File: config.mk
export PLATFORM = sky130hd
export DESIGN_NAME = ymodem_receiver_with_crc16_flat
export DESIGN_NICKNAME = d
export VERILOG_FILES = /design/src/sv/ymr_pkg.sv /design/src/sv/ymr_if.sv /design/src/sv/ymr_ram.sv /design/src/sv/ymodem_receiver_with_crc16.sv /design/src/flat_wrapper.sv
export SDC_FILE = /design/constraint.sdc
export NUM_CORES = 2
export LEC_CHECK = 0
export BUFFER_PORTS_ARGS = -buffer_cell sky130_fd_sc_hd__buf_4
export CORE_MARGIN = 8
export CORE_UTILIZATION = 56
export CTS_CLUSTER_DIAMETER = 100
export CTS_CLUSTER_SIZE = 40
export DETAILED_ROUTE_END_ITERATION = 8
export HOLD_SLACK_MARGIN = 0.03
export PLACE_DENSITY = 0.74
export SETUP_SLACK_MARGIN = 0.1
export SLEW_MARGIN = 20
export SYNTH_ARGS = -nofsm -noshare
export SYNTH_HDL_FRONTEND = slang
export SYNTH_SLANG_ARGS = --single-unit
File: constraint.sdc
create_clock -name clock -period 7.4 [get_ports clock]
set_clock_uncertainty 0.2 [all_clocks]
set_input_delay 1.48 -clock clock [delete_from_list [all_inputs] [get_ports clock]]
set_output_delay 1.48 -clock clock [all_outputs]
set_load 0.01 [all_outputs]
File: src/sv/ymr_pkg.sv
// package: types, constants and crc step for the ymodem receiver
package ymr_pkg;
   localparam int unsigned PayloadBytesDefault = 128;
   localparam int unsigned PosMax = 2047;
   localparam logic [7:0] ChSoh = 8'h01;
   localparam logic [7:0] ChEot = 8'h04;
   localparam logic [7:0] ChAck = 8'h06;
   localparam logic [7:0] ChNak = 8'h15;
   localparam logic [7:0] ChC = 8'h43;

   typedef enum logic [1:0] {
      KIND_BYTE  = 2'd0,
      KIND_ERASE = 2'd1,
      KIND_WRITE = 2'd2,
      KIND_RESET = 2'd3
   } kind_type;

   typedef enum logic [1:0] {
      PH_START = 2'd0,
      PH_DATA  = 2'd1,
      PH_EOT2  = 2'd2,
      PH_FINAL = 2'd3
   } phase_type;

   typedef enum logic [1:0] {
      CSR_BASE = 2'd0,
      CSR_SIZE = 2'd1,
      CSR_DONE = 2'd2,
      CSR_POLY = 2'd3
   } csr_index_type;

   typedef enum logic [4:0] {
      ST_IDLE  = 5'b00001,
      ST_SEQ   = 5'b00010,
      ST_READ  = 5'b00100,
      ST_WORD  = 5'b01000,
      ST_OUT   = 5'b10000
   } state_type;

   function automatic logic [15:0] crc_step(input logic [15:0] crc_in,
                                            input logic [7:0] data,
                                            input logic [15:0] poly);
      logic [15:0] c;
      c = crc_in ^ {data, 8'h00};
      for (int i = 0; i < 8; i++) begin
         if (c[15]) c = {c[14:0], 1'b0} ^ poly;
         else c = {c[14:0], 1'b0};
      end
      return c;
   endfunction
endpackage

File: src/sv/ymr_if.sv
// interfaces for the request and response channels
interface ymr_req_if;
   logic       valid;
   logic       ready;
   logic       op;
   logic [7:0] rx_byte;
   logic       frame_end;
   modport source (output valid, op, rx_byte, frame_end, input ready);
   modport sink (input valid, op, rx_byte, frame_end, output ready);
endinterface

interface ymr_rsp_if;
   logic        valid;
   logic        ready;
   logic [1:0]  kind;
   logic [7:0]  tx_byte;
   logic [31:0] address;
   logic [31:0] data_word;
   logic [31:0] region_end;
   logic        last;
   modport source (output valid, kind, tx_byte, address, data_word, region_end, last,
                   input ready);
   modport sink (input valid, kind, tx_byte, address, data_word, region_end, last,
                 output ready);
endinterface

File: src/sv/ymr_ram.sv
// generic single-port ram with registered read
module ymr_ram #(
   parameter int unsigned Width = 8,
   parameter int unsigned Depth = 128
) (
   input  logic                     clock,
   input  logic                     we,
   input  logic [$clog2(Depth)-1:0] addr,
   input  logic [Width-1:0]         wdata,
   output logic [Width-1:0]         rdata
);
   logic [Width-1:0] mem [Depth];
   always_ff @(posedge clock) begin
      if (we) mem[addr] <= wdata;
      rdata <= mem[addr];
   end
endmodule

File: src/sv/ymodem_receiver_with_crc16.sv
// top level of the ymodem receiver with crc-16 frame check
//  channel  | dir | handshake        | payload
//  req      | in  | valid/ready      | op, rx_byte, frame_end
//  rsp      | out | valid/ready      | kind, tx_byte, address, data_word, region_end, last
//  csr      | in  | write enable     | csr_index, csr_wdata
// a byte is taken on each valid/ready handshake, crc updated on the way into the payload ram.
// a good data frame drains PAYLOAD_BYTES/4 words (32 by default), each by address set-up, four byte
// reads over the single ram port and output, then an ack; control replies are one to three responses.
// synchronous reset clears control state; the ram needs no clearing.
// req stalls while results are pending; rsp holds while ready is low.
module ymodem_receiver_with_crc16
   import ymr_pkg::*;
#(
   parameter int unsigned PAYLOAD_BYTES = PayloadBytesDefault
) (
   input  logic        clock,
   input  logic        reset,
   ymr_req_if.sink     req,
   ymr_rsp_if.source   rsp,
   input  logic        csr_we,
   input  logic [1:0]  csr_index,
   input  logic [31:0] csr_wdata
);
   localparam int unsigned AW = $clog2(PAYLOAD_BYTES);
   localparam int unsigned NW = PAYLOAD_BYTES / 4;
   localparam int unsigned WW = $clog2(NW);
   localparam logic [10:0] FrameLen = 11'(PAYLOAD_BYTES + 5);
   localparam logic [10:0] CrcHiPos = 11'(PAYLOAD_BYTES + 3);
   localparam logic [10:0] CrcLoPos = 11'(PAYLOAD_BYTES + 4);
   localparam int unsigned PcShift = $clog2(PAYLOAD_BYTES);

   logic [31:0] base_ff, size_ff, done_ff;
   logic [15:0] poly_ff;
   phase_type   phase_ff, phase_in;
   logic [7:0]  exp_ff, exp_in;
   logic [15:0] pc_ff, pc_in;
   logic [10:0] pos_ff, pos_in;
   logic [15:0] crc_ff, crc_in;
   logic [7:0]  hdr_ff [5];
   state_type   st_ff, st_in;
   logic [1:0]  seq_ff, seq_in;     // which control sequence
   logic [1:0]  step_ff, step_in;
   logic [WW-1:0] word_ff, word_in;
   logic [1:0]  bsel_ff, bsel_in;
   logic [31:0] acc_ff, acc_in;
   logic [31:0] wbase_ff, wbase_in;

   logic        o_valid_ff, o_valid_in, o_last_ff, o_last_in;
   kind_type    o_kind_ff, o_kind_in;
   logic [7:0]  o_tx_ff, o_tx_in;
   logic [31:0] o_addr_ff, o_addr_in, o_data_ff, o_data_in, o_rend_ff, o_rend_in;

   logic          ram_we;
   logic [AW-1:0] ram_addr;
   logic [7:0]    ram_rdata;

   ymr_ram #(.Width(8), .Depth(PAYLOAD_BYTES)) u_ram (
      .clock(clock), .we(ram_we), .addr(ram_addr), .wdata(req.rx_byte), .rdata(ram_rdata)
   );

   localparam logic [1:0] SqStart = 2'd0, SqFinal = 2'd1, SqNak = 2'd2, SqEot = 2'd3;

   logic accept, in_payload, frame_ok, cpl;
   logic [7:0] h0, h1, h2, h3, h4;
   logic [10:0] pos_cur;

   assign req.ready = st_ff == ST_IDLE && !o_valid_ff;
   assign accept = req.valid && req.ready;
   assign pos_cur = pos_ff;
   assign in_payload = pos_cur >= 11'd3 && pos_cur < CrcHiPos;
   assign ram_we = accept && !req.op && in_payload;

   always_comb begin
      h0 = hdr_ff[0]; h1 = hdr_ff[1]; h2 = hdr_ff[2]; h3 = hdr_ff[3]; h4 = hdr_ff[4];
      if (pos_cur == 11'd0) h0 = req.rx_byte;
      if (pos_cur == 11'd1) h1 = req.rx_byte;
      if (pos_cur == 11'd2) h2 = req.rx_byte;
      if (pos_cur == CrcHiPos) h3 = req.rx_byte;
      if (pos_cur == CrcLoPos) h4 = req.rx_byte;
   end
   assign cpl = h2 == ~h1;
   assign frame_ok = (pos_cur + 11'd1 == FrameLen) && ({h3, h4} == crc_ff) && cpl;

   always_comb begin
      ram_addr = AW'(pos_cur - 11'd3);
      if (st_ff == ST_READ || st_ff == ST_WORD) ram_addr = {word_ff, bsel_ff};
   end

   always_comb begin
      phase_in = phase_ff; exp_in = exp_ff; pc_in = pc_ff; pos_in = pos_ff; crc_in = crc_ff;
      st_in = st_ff; seq_in = seq_ff; step_in = step_ff; word_in = word_ff;
      bsel_in = bsel_ff; acc_in = acc_ff; wbase_in = wbase_ff;
      o_valid_in = o_valid_ff; o_last_in = o_last_ff; o_kind_in = o_kind_ff;
      o_tx_in = o_tx_ff; o_addr_in = o_addr_ff; o_data_in = o_data_ff; o_rend_in = o_rend_ff;
      if (o_valid_ff && rsp.ready) o_valid_in = 1'b0;
      case (st_ff)
         ST_IDLE: begin
            if (accept) begin
               if (req.op) begin
                  if (phase_ff == PH_START) begin
                     o_valid_in = 1'b1; o_last_in = 1'b1; o_kind_in = KIND_BYTE;
                     o_tx_in = ChC; o_addr_in = '0; o_data_in = '0; o_rend_in = '0;
                  end
               end else begin
                  if (in_payload) crc_in = crc_step(crc_ff, req.rx_byte, poly_ff);
                  if (req.frame_end) begin
                     pos_in = '0; crc_in = '0;
                     if (h0 == ChSoh && frame_ok) begin
                        if (phase_ff == PH_START && h1 == 8'h00) begin
                           phase_in = PH_DATA; exp_in = 8'd1; pc_in = '0;
                           st_in = ST_SEQ; seq_in = SqStart; step_in = '0;
                        end else if (phase_ff == PH_FINAL && h1 == 8'h00) begin
                           phase_in = PH_START;
                           st_in = ST_SEQ; seq_in = SqFinal; step_in = '0;
                        end else if (phase_ff == PH_DATA && h1 == exp_ff) begin
                           wbase_in = base_ff + ({16'd0, pc_ff} << PcShift);
                           exp_in = exp_ff + 8'd1; pc_in = pc_ff + 16'd1;
                           st_in = ST_READ; word_in = '0; bsel_in = '0;
                        end
                     end else if (h0 == ChEot) begin
                        if (phase_ff == PH_DATA) begin
                           phase_in = PH_EOT2; st_in = ST_SEQ; seq_in = SqNak; step_in = '0;
                        end else if (phase_ff == PH_EOT2) begin
                           phase_in = PH_FINAL; st_in = ST_SEQ; seq_in = SqEot;
                           step_in = '0;
                        end
                     end
                  end else if (pos_cur < 11'(PosMax)) begin
                     pos_in = pos_cur + 11'd1;
                  end
               end
            end
         end
         ST_SEQ: begin
            if (!o_valid_in) begin
               o_valid_in = 1'b1; o_last_in = 1'b0; o_kind_in = KIND_BYTE; o_tx_in = '0;
               o_addr_in = '0; o_data_in = '0; o_rend_in = '0;
               step_in = step_ff + 2'd1;
               case (seq_ff)
                  SqStart: begin
                     if (step_ff == 2'd0) o_tx_in = ChAck;
                     else if (step_ff == 2'd1) o_tx_in = ChC;
                     else begin
                        o_kind_in = KIND_ERASE; o_addr_in = base_ff;
                        o_rend_in = base_ff + size_ff - 32'd1; o_last_in = 1'b1;
                     end
                  end
                  SqFinal: begin
                     if (step_ff == 2'd0) begin
                        o_kind_in = KIND_WRITE; o_addr_in = base_ff + size_ff - 32'd4;
                        o_data_in = done_ff;
                     end else if (step_ff == 2'd1) o_tx_in = ChAck;
                     else begin
                        o_kind_in = KIND_RESET; o_last_in = 1'b1;
                     end
                  end
                  SqNak: begin
                     o_tx_in = ChNak; o_last_in = 1'b1;
                  end
                  default: begin
                     if (step_ff == 2'd0) o_tx_in = ChAck;
                     else begin
                        o_tx_in = ChC; o_last_in = 1'b1;
                     end
                  end
               endcase
               if (o_last_in) st_in = ST_IDLE;
            end
         end
         ST_READ: begin
            bsel_in = bsel_ff + 2'd1;
            st_in = ST_WORD;
         end
         ST_WORD: begin
            acc_in = {ram_rdata, acc_ff[31:8]};
            if (bsel_ff == 2'd0) st_in = ST_OUT;
            else bsel_in = bsel_ff + 2'd1;
         end
         ST_OUT: begin
            if (!o_valid_in) begin
               o_valid_in = 1'b1; o_kind_in = KIND_WRITE; o_tx_in = '0;
               o_rend_in = '0; o_last_in = 1'b0;
               if (step_ff == 2'd1) begin
                  o_kind_in = KIND_BYTE; o_tx_in = ChAck; o_addr_in = '0;
                  o_data_in = '0; o_last_in = 1'b1; st_in = ST_IDLE; step_in = '0;
               end else begin
                  o_addr_in = wbase_ff + {{(32-WW-2){1'b0}}, word_ff, 2'b00};
                  o_data_in = acc_ff;
                  if (word_ff == WW'(NW - 1)) step_in = 2'd1;
                  else begin
                     word_in = word_ff + 1'b1; st_in = ST_READ; bsel_in = '0;
                  end
               end
            end
         end
         default: st_in = ST_IDLE;
      endcase
   end

   always_ff @(posedge clock) begin
      if (reset) begin
         base_ff <= 32'd134479872; size_ff <= 32'd262144; done_ff <= '0; poly_ff <= 16'h1021;
         phase_ff <= PH_START; exp_ff <= 8'd1; pc_ff <= '0; pos_ff <= '0; crc_ff <= '0;
         for (int i = 0; i < 5; i++) hdr_ff[i] <= '0;
         st_ff <= ST_IDLE; step_ff <= '0; o_valid_ff <= 1'b0;
      end else begin
         if (csr_we) begin
            case (csr_index_type'(csr_index))
               CSR_BASE: base_ff <= csr_wdata;
               CSR_SIZE: size_ff <= csr_wdata;
               CSR_DONE: done_ff <= csr_wdata;
               CSR_POLY: poly_ff <= csr_wdata[15:0];
               default: ;
            endcase
         end
         if (accept && !req.op) begin
            hdr_ff[0] <= h0; hdr_ff[1] <= h1; hdr_ff[2] <= h2;
            hdr_ff[3] <= h3; hdr_ff[4] <= h4;
         end
         phase_ff <= phase_in; exp_ff <= exp_in; pc_ff <= pc_in; pos_ff <= pos_in;
         crc_ff <= crc_in; st_ff <= st_in; step_ff <= step_in; o_valid_ff <= o_valid_in;
      end
      seq_ff <= seq_in; word_ff <= word_in; bsel_ff <= bsel_in; acc_ff <= acc_in;
      wbase_ff <= wbase_in; o_last_ff <= o_last_in; o_kind_ff <= o_kind_in;
      o_tx_ff <= o_tx_in; o_addr_ff <= o_addr_in; o_data_ff <= o_data_in;
      o_rend_ff <= o_rend_in;
   end

   assign rsp.valid = o_valid_ff;
   assign rsp.kind = o_kind_ff;
   assign rsp.tx_byte = o_tx_ff;
   assign rsp.address = o_addr_ff;
   assign rsp.data_word = o_data_ff;
   assign rsp.region_end = o_rend_ff;
   assign rsp.last = o_last_ff;

`ifndef SYNTHESIS
   a_no_accept_busy: assert property (@(posedge clock) disable iff (reset)
      (st_ff != ST_IDLE) |-> !req.ready) else $error("item taken while busy");
   a_ram_quiet: assert property (@(posedge clock) disable iff (reset)
      (st_ff == ST_READ || st_ff == ST_WORD) |-> !ram_we) else $error("ram write in drain");
   a_reset_last: assert property (@(posedge clock) disable iff (reset)
      (o_valid_ff && o_kind_ff == KIND_RESET) |-> o_last_ff) else $error("reset not last");
`endif
endmodule

File: src/flat_wrapper.sv
// flat-port wrapper written by rule: the top's interface ports become plain ports
module ymodem_receiver_with_crc16_flat import ymr_pkg::*;
#(
   parameter int unsigned PAYLOAD_BYTES = PayloadBytesDefault
)
  (clock, reset, csr_we, csr_index, csr_wdata, req_valid, req_op, req_rx_byte, req_frame_end, req_ready, rsp_valid, rsp_kind, rsp_tx_byte, rsp_address, rsp_data_word, rsp_region_end, rsp_last, rsp_ready);
  ymr_req_if req_i ();
  ymr_rsp_if rsp_i ();
  input  logic clock;
  input  logic reset;
  input  logic csr_we;
  input  logic [1:0] csr_index;
  input  logic [31:0] csr_wdata;
  input wire logic [$bits(req_i.valid)-1:0] req_valid;
  input wire logic [$bits(req_i.op)-1:0] req_op;
  input wire logic [$bits(req_i.rx_byte)-1:0] req_rx_byte;
  input wire logic [$bits(req_i.frame_end)-1:0] req_frame_end;
  output wire logic [$bits(req_i.ready)-1:0] req_ready;
  output wire logic [$bits(rsp_i.valid)-1:0] rsp_valid;
  output wire logic [$bits(rsp_i.kind)-1:0] rsp_kind;
  output wire logic [$bits(rsp_i.tx_byte)-1:0] rsp_tx_byte;
  output wire logic [$bits(rsp_i.address)-1:0] rsp_address;
  output wire logic [$bits(rsp_i.data_word)-1:0] rsp_data_word;
  output wire logic [$bits(rsp_i.region_end)-1:0] rsp_region_end;
  output wire logic [$bits(rsp_i.last)-1:0] rsp_last;
  input wire logic [$bits(rsp_i.ready)-1:0] rsp_ready;
  assign req_i.valid = req_valid;
  assign req_i.op = req_op;
  assign req_i.rx_byte = req_rx_byte;
  assign req_i.frame_end = req_frame_end;
  assign req_ready = req_i.ready;
  assign rsp_valid = rsp_i.valid;
  assign rsp_kind = rsp_i.kind;
  assign rsp_tx_byte = rsp_i.tx_byte;
  assign rsp_address = rsp_i.address;
  assign rsp_data_word = rsp_i.data_word;
  assign rsp_region_end = rsp_i.region_end;
  assign rsp_last = rsp_i.last;
  assign rsp_i.ready = rsp_ready;
  ymodem_receiver_with_crc16 #(.PAYLOAD_BYTES(PAYLOAD_BYTES)) u_core (.clock(clock), .reset(reset), .req(req_i), .rsp(rsp_i), .csr_we(csr_we), .csr_index(csr_index), .csr_wdata(csr_wdata));
endmodule
### After elaboration in Yosys (flattened, before gate mapping)

Memory sizes are Yosys's and may differ from the RTL's. A register that Yosys moved wholly into a read port is not among the register bits.
Index checks and enable logic that the tools add are counted.
W data, S select, Z words.

| cells by class | value |
|---|---|
| add/subtract/negate cells | 12 |
| multiply operators | 0 |
| divide/modulo/power cells | 0 |
| order comparisons | 3 |
| eq/ne operators | 49 |
| shift-type cells | 0 |
| mux-type cells | 191 |
| bitwise operators | 18 |
| reduce and logical (&&, ||, !) cells | 46 |

Operators with widths:

| kind | number |
|---|---|
| $mux W16 | 41 |
| $mux W32 | 19 |
| $pmux W32 S3 | 3 |
| $mux W8 | 20 |
| $xor A16 B16 Y16 | 9 |
| $mux W5 | 26 |
| $mux W2 | 41 |
| $pmux W32 S2 | 1 |
| $pmux W8 S3 | 2 |
| $eq A11 B8 Y1 const B | 3 |
| $add A32 B23 Y32 | 1 |
| $add A32 B32 Y32 | 1 |
| $add A32 B7 Y32 | 1 |
| $sub A32 B1 Y32 const B | 1 |
| $sub A32 B3 Y32 const B | 1 |
| $ne A2 B2 Y1 const B | 14 |
| $pmux W5 S5 | 1 |
| $mux W1 | 23 |
| $mux W11 | 2 |
| $reduce_and A11 Y1 | 2 |
| $mux W7 | 3 |
| $add A16 B1 Y16 const B | 1 |
| $eq A16 B16 Y1 | 1 |
| $eq A8 B8 Y1 | 2 |
| other kinds (52) | 100 |

| storage, ports and cells | value |
|---|---|
| register bits | 353 |
| latch bits | 0 |
| RAM bits | 1,064 |
| ROM bits | 0 |
| bits of input ports | 49 |
| output and inout bits | 109 |
| word-level logic and storage cells | 344 |
| memories | 2 |

Memory list:

| name | depth | bits a word | read ports | clocked after Yosys merged registers in | wr ports | line | text |
|---|---|---|---|---|---|---|---|
| u_core.u_ram.mem | 128 | 8 | 1 | 1 | 1 | ymr_ram.sv:12 | `logic [Width-1:0] mem [Depth];` |
| u_core.hdr_ff | 5 | 8 | 5 | 0 | 5 | ymodem_receiver_with_crc16.sv:39 | `logic [7:0] hdr_ff [5];` |

### Longest topological paths before layout

| depth | value |
|---|---|
| depth after elaboration | 47 |
| gate-level depth with buffers | 16 |
| gate-level depth less buffers | 15 |

### By module

Synthesis repeated with hierarchy kept, for this count alone.

| unflattened totals | value |
|---|---|
| cell total of the unflattened synthesis | 4,946 |
| area total of the unflattened synthesis | 62,942.9 um2 |

By module, submodules not included:

| module | times used | cells each | area an instance (um2) | seq. area each (um2) |
|---|---|---|---|---|
| ymr_ram | 1 | 2,467 | 40,425.0 | 30,909.6 |
| ymodem_receiver_with_crc16 | 1 | 2,479 | 22,517.8 | 9,979.6 |

### Least setup slack after synthesis

Ideal clock, no wire load.

| timing | value |
|---|---|
| path type | input to register |
| from | input port rsp_ready |
| to | register u_core.o_addr_ff[0] (netlist: u_core.rsp.address[0]), enable pin |
| setup time | 601 ps |
| data arrival time | 6,785 ps |
| required time | 6,599 ps |
| setup slack | -186 ps |
| stages | 4 |
| buffers on the path | 0 |
| path through | o21ai_0 nand2_1 o21ai_0 a21oi_1 |

| between the ends | value |
|---|---|
| longest elaborated chain between the ends | 4 |
| elaborated cells between the ends (all ways) | 5 |
| classes of those cells | eq/ne (2); mux (1); reduce/logical (2) |

RTL lines:

| what | line | text |
|---|---|---|
| start: declaration | flat_wrapper.sv:26 | `input wire logic [$bits(rsp_i.ready)-1:0] rsp_ready;` |
| $logic_and A1 B1 Y1 (*) | ymodem_receiver_with_crc16.sv:95 | `if (o_valid_ff && rsp.ready) o_valid_in = 1'b0;` |
| $mux W1 (*) | ymodem_receiver_with_crc16.sv:95 |  |
| $ne A2 B2 Y1 (no line) | -- |  |
| $reduce_and A6 Y1 (no line) (*) | -- |  |
| end signal: assignment | ymodem_receiver_with_crc16.sv:225 | `o_tx_ff <= o_tx_in; o_addr_ff <= o_addr_in; o_data_ff <= o_data_in;` |
| end: declaration | ymodem_receiver_with_crc16.sv:51 | `logic [31:0] o_addr_ff, o_addr_in, o_data_ff, o_data_in, o_rend_ff, o_rend_in;` |

Mark *: on every way between the ends. The rest lies on a longest branch, timed or not.
A chain may end at the register's enable or synchronous reset.

### Final worst setup path

| timing | value |
|---|---|
| from | input port req_rx_byte[7] |
| to | register u_core.crc_ff[4] |

| between the ends | value |
|---|---|
| longest elaborated chain between the ends | 45 |
| elaborated cells between the ends (all ways) | 46 |
| classes of those cells | mux (38); bitwise (8) |

RTL lines:

| what | line | text |
|---|---|---|
| start: declaration | flat_wrapper.sv:16 | `input wire logic [$bits(req_i.rx_byte)-1:0] req_rx_byte;` |
| $xor A16 B16 Y16 (*) | ymr_pkg.sv:44 | `c = crc_in ^ {data, 8'h00};` |
| $mux W16 (*) | ymr_pkg.sv:46 | `if (c[15]) c = {c[14:0], 1'b0} ^ poly;` |
| $mux W16 (*) | ymodem_receiver_with_crc16.sv:105 | `if (in_payload) crc_in = crc_step(crc_ff, req.rx_byte, poly_ff);` |
| $mux W16 (*) | ymodem_receiver_with_crc16.sv:99 | `if (req.op) begin` |
| $mux W16 (*) | ymodem_receiver_with_crc16.sv:98 | `if (accept) begin` |
| $mux W16 (*) | ymodem_receiver_with_crc16.sv:96 | `case (st_ff)` |
| $xor A16 B16 Y16 | ymr_pkg.sv:46 |  |
| $mux W16 (*) | ymr_pkg.sv:46 |  |
| [... 29 more ...] | -- |  |
| $mux W16 (*) | ymodem_receiver_with_crc16.sv:105 |  |
| $mux W16 (*) | ymodem_receiver_with_crc16.sv:99 |  |
| $mux W16 (*) | ymodem_receiver_with_crc16.sv:98 |  |
| $mux W16 (*) | ymodem_receiver_with_crc16.sv:96 |  |
| $xor A16 B16 Y16 / $mux W16 (equally long branches) | ymr_pkg.sv:46, ymodem_receiver_with_crc16.sv:96 |  |
| $mux W16 (*) | ymr_pkg.sv:46 |  |
| $mux W16 (*) | ymodem_receiver_with_crc16.sv:105 |  |
| $mux W16 (*) | ymodem_receiver_with_crc16.sv:106 | `if (req.frame_end) begin` |
| end signal: assignment | ymodem_receiver_with_crc16.sv:221 | `crc_ff <= crc_in; st_ff <= st_in; step_ff <= step_in; o_valid_ff <= o_valid_in;` |
| end: declaration | ymodem_receiver_with_crc16.sv:38 | `logic [15:0] crc_ff, crc_in;` |

Mark *: on every way between the ends. The rest lies on a longest branch, timed or not. The select of a mux whose other input is x is not followed.

==> run metrics <==
Sw Ratio=24.09%; outcome=complete, no violations; ratio of cells with drive above 1 in the final layout=8.008%; setup bufs post-CTS=0; clk slew on worst S/H paths=0.13 ns; critical-path cell list=buf_4, xor2_1, buf_4, nand2_1, xnor2_1, or4_4, and3_1, mux2_1, o21ai_0, a311o_1, nand4_1, nand3_1, xnor3_1, o21ai_0; gp weighted congestion=0.9213; top post-synthesis cells by area=edfxtp_1, dfxtp_1, a22oi_1; Slew HR=21.28%; core area=107200 um^2; CP max FO=44; Clock power frac=26.0%; hold buffers post-CTS=0; Layout Cell Area excl Fill=64720 um^2; WS Path Type=in -> reg; CTS Buf Count=45; Fin Setup TNS=0 ns; Final nets=4774; clock latency on the worst-skew pair=0.72 ns; via/cell ratio=6.626; yosys warns=0; Worst-Margin Slew=1.151 ns; first-pass GRT wire length=244.3 mm; Max Freq=0.1707 GHz; RSZ-0062 raised after global routing=no; Sw Pwr=0.003338 W; dpl cell area=63280 um^2; largest net degree at the start of global routing=102; #FFs+latches synth=1422; CTS H-tree depth=2; reg-to-reg slack, setup=1.95 ns; Seq/Total Area, Yosys=67.47%; Initial Util=56.53%; CP endpoint kind=register; worst path arrival time=6.25 ns; top cells by count, synth=edfxtp_1, nand2_1, nor2_1; pwr/cell area=214.1 nW/um^2; Synth Instances=4644; Post-synth EDFFs=1241; PortBufs=154; number of global-route vias before repair=38275; Avg Cell Area, Syn=13.05 um^2; DRC viols=0; Tcrit/Tclk final=79.16%; crit path time final=5.858 ns; pre-CTS WS=0.9141 ns; largest area contributor in the synthesized netlist=edfxtp_1; drt wl/cell=27.33 um; Leak=21.08 nW; cell row count=120; CTS tree=done; r2r endpoint=u_core.u_ram.rdata[0]; CTS Sinks=1422; Worst Setup Slack, final=1.542 ns; most numerous cell in the Yosys netlist=edfxtp_1; Hold/Removal Path Class=reg -> reg; Detailed Place HPWL=108.3 mm; Worst VDD drop=0.0003812 V; Initial DRC Count=5308; Main synth FF type=edfxtp_1; Routed WL=166.3 mm; WP data required=7.80 ns; Total Power=0.01386 W; critical path launch point type=input port; Die H=345.0 um; Synth top area share=61.49%; final setup vio count=0; Worst setup startpoint=req_rx_byte[7]; initial antenna violation count=4; Synth cell types=89; CP max stage cell=nand4_1; Layout area overhead=6.799%; GR Util All Layers=27.12%; die width=345.0 um; sequential fraction of design power=64.3%; Clock Tree Root=clkbuf_16; met1 WL=61.86 mm; drt pass-1 iters=7; grt total ovfl=0; CP max stage delay=0.78 ns; Post-DRT Antenna Nets=0; Comb power frac=9.7%; hold path depth=0; IO Count=158; fin. max-slew vios=0; fin util=60.37%; deepest clock path buffer count=3; WL met3=17.68 mm; met2 WL post-DR=78.94 mm; R2R cell count=13; Hold Vio Cnt, Final=0; Post-CTS Resized=0; Vias=40330; hold path startpoint=u_core.u_ram.rdata[7]; Netlist Area Pre-Place=60600 um^2; hold endpoint=u_core.acc_ff[31]; DIE AREA=119000 um^2; Max-cap violations=0; FF-to-FF Start=u_core.st_ff[4]; Int Pwr=0.01052 W; Async SR Flop Fraction=0%; max layer used=met5
-- power groups by stage --
stage	registers, W	logic (W)	clock network, W
floorplan	0.00910	0.000769	0
global placement	0.00909	0.00130	0
detailed placement	0.00909	0.00132	0
CTS	0.00891	0.00133	0.00362
global route	0.00892	0.00143	0.00386
finish	0.00891	0.00134	0.00361
-- stage by stage --
step | hold slack, ns | std cells
final | 0.2328 | 6087
after global routing | 0.2396 | 6086
after CTS | 0.2300 | 6086
after detailed placement | 0.1987 | 6009
after global placement | 0.1910 | 6009
after floorplan | 0.1855 | 4646
-- worst max path at each step --
| stage | to | depth (start not counted) | slack (ns) |
|---|---|---|---|
| global placement | u_core.crc_ff[2] | 14 | 0.95 |
| global route | u_core.crc_ff[6] | 14 | 1.18 |
| CTS | u_core.crc_ff[4] | 14 | 1.63 |
| floorplan | u_core.wbase_ff[0] | 10 | 1.50 |
| detailed placement | u_core.crc_ff[4] | 14 | 0.91 |
| finish | u_core.crc_ff[4] | 14 | 1.54 |
-- worst max-delay path, delay by kind of cell --
family	cells	cell delay, ns
simple gates	5	1.98
compound gates	3	0.90
xor+xnor	3	0.82
buf+inv	2	0.70
mux	1	0.29
-- area by class of cell --
type                    instances  area, um^2
inverters                      60       225.2
clock buffers                  60        1184
multi-input cells            2873       18480
diodes                          1       2.502
clock inverters                17       261.5
flip-flops and latches       1422       40890
repair buffers                251        1922
fillers                      8119       42480
well taps                    1403        1755
-- per-layer routing --
layer | up-vias | GRT usage (%)
li1 | 17736 | -
met1 | 19770 | 35.91
met2 | 2447 | 44.90
met3 | 371 | 4.064
met4 | 6 | 11.50
met5 | - | 0
-- sequential cells by signal (all words and copies together) (netlist names), 16 cells and up --
signal,count
u_core.done_ff,32
u_core.rsp.data_word,32
u_core.acc_ff,32
u_core.u_ram.mem,1024
u_core.hdr_ff,40
u_core.rsp.region_end,32
u_core.crc_ff,16
u_core.size_ff,32
u_core.base_ff,32
u_core.pc_ff,16
u_core.rsp.address,32
u_core.wbase_ff,32
u_core.poly_ff,16
-- cells by family after synthesis --
| logic type | synth area share, % |
|---|---|
| xor gates and xnor gates | 4.490 |
| and+or+nand+nor | 10.01 |
| AOI/OAI and AO/OA | 13.45 |
| adders and majority gates | 1.524 |
| buffers and inverters | 2.283 |
| DFF | 67.47 |
| other | 0.006188 |
| muxes | 0.7721 |
-- layout by cell type (no fill, tap or decap), drive strengths merged, types with 19 or more instances in the layout --
cell type,netlist,layout
edfxtp,1241,1241
buf,71,251
xnor2,177,177
o21ai,121,121
and2,29,29
nor3,51,51
nor4,36,36
nand3,87,87
dfxtp,181,181
mux2i,40,40
nor3b,19,19
clkbuf,220,60
a22oi,296,296
nor2b,20,20
nand3b,21,21
a22o,143,143
nand4,62,62
a31oi,94,94
a221oi,93,93
a222oi,29,29
nor2,341,341
a21o,30,30
o22ai,19,19
xor2,95,95
ha,69,69
a21oi,204,204
and3,30,30
inv,58,63
nand2,551,551
No activity file was read; power rests on OpenSTA's default activity.
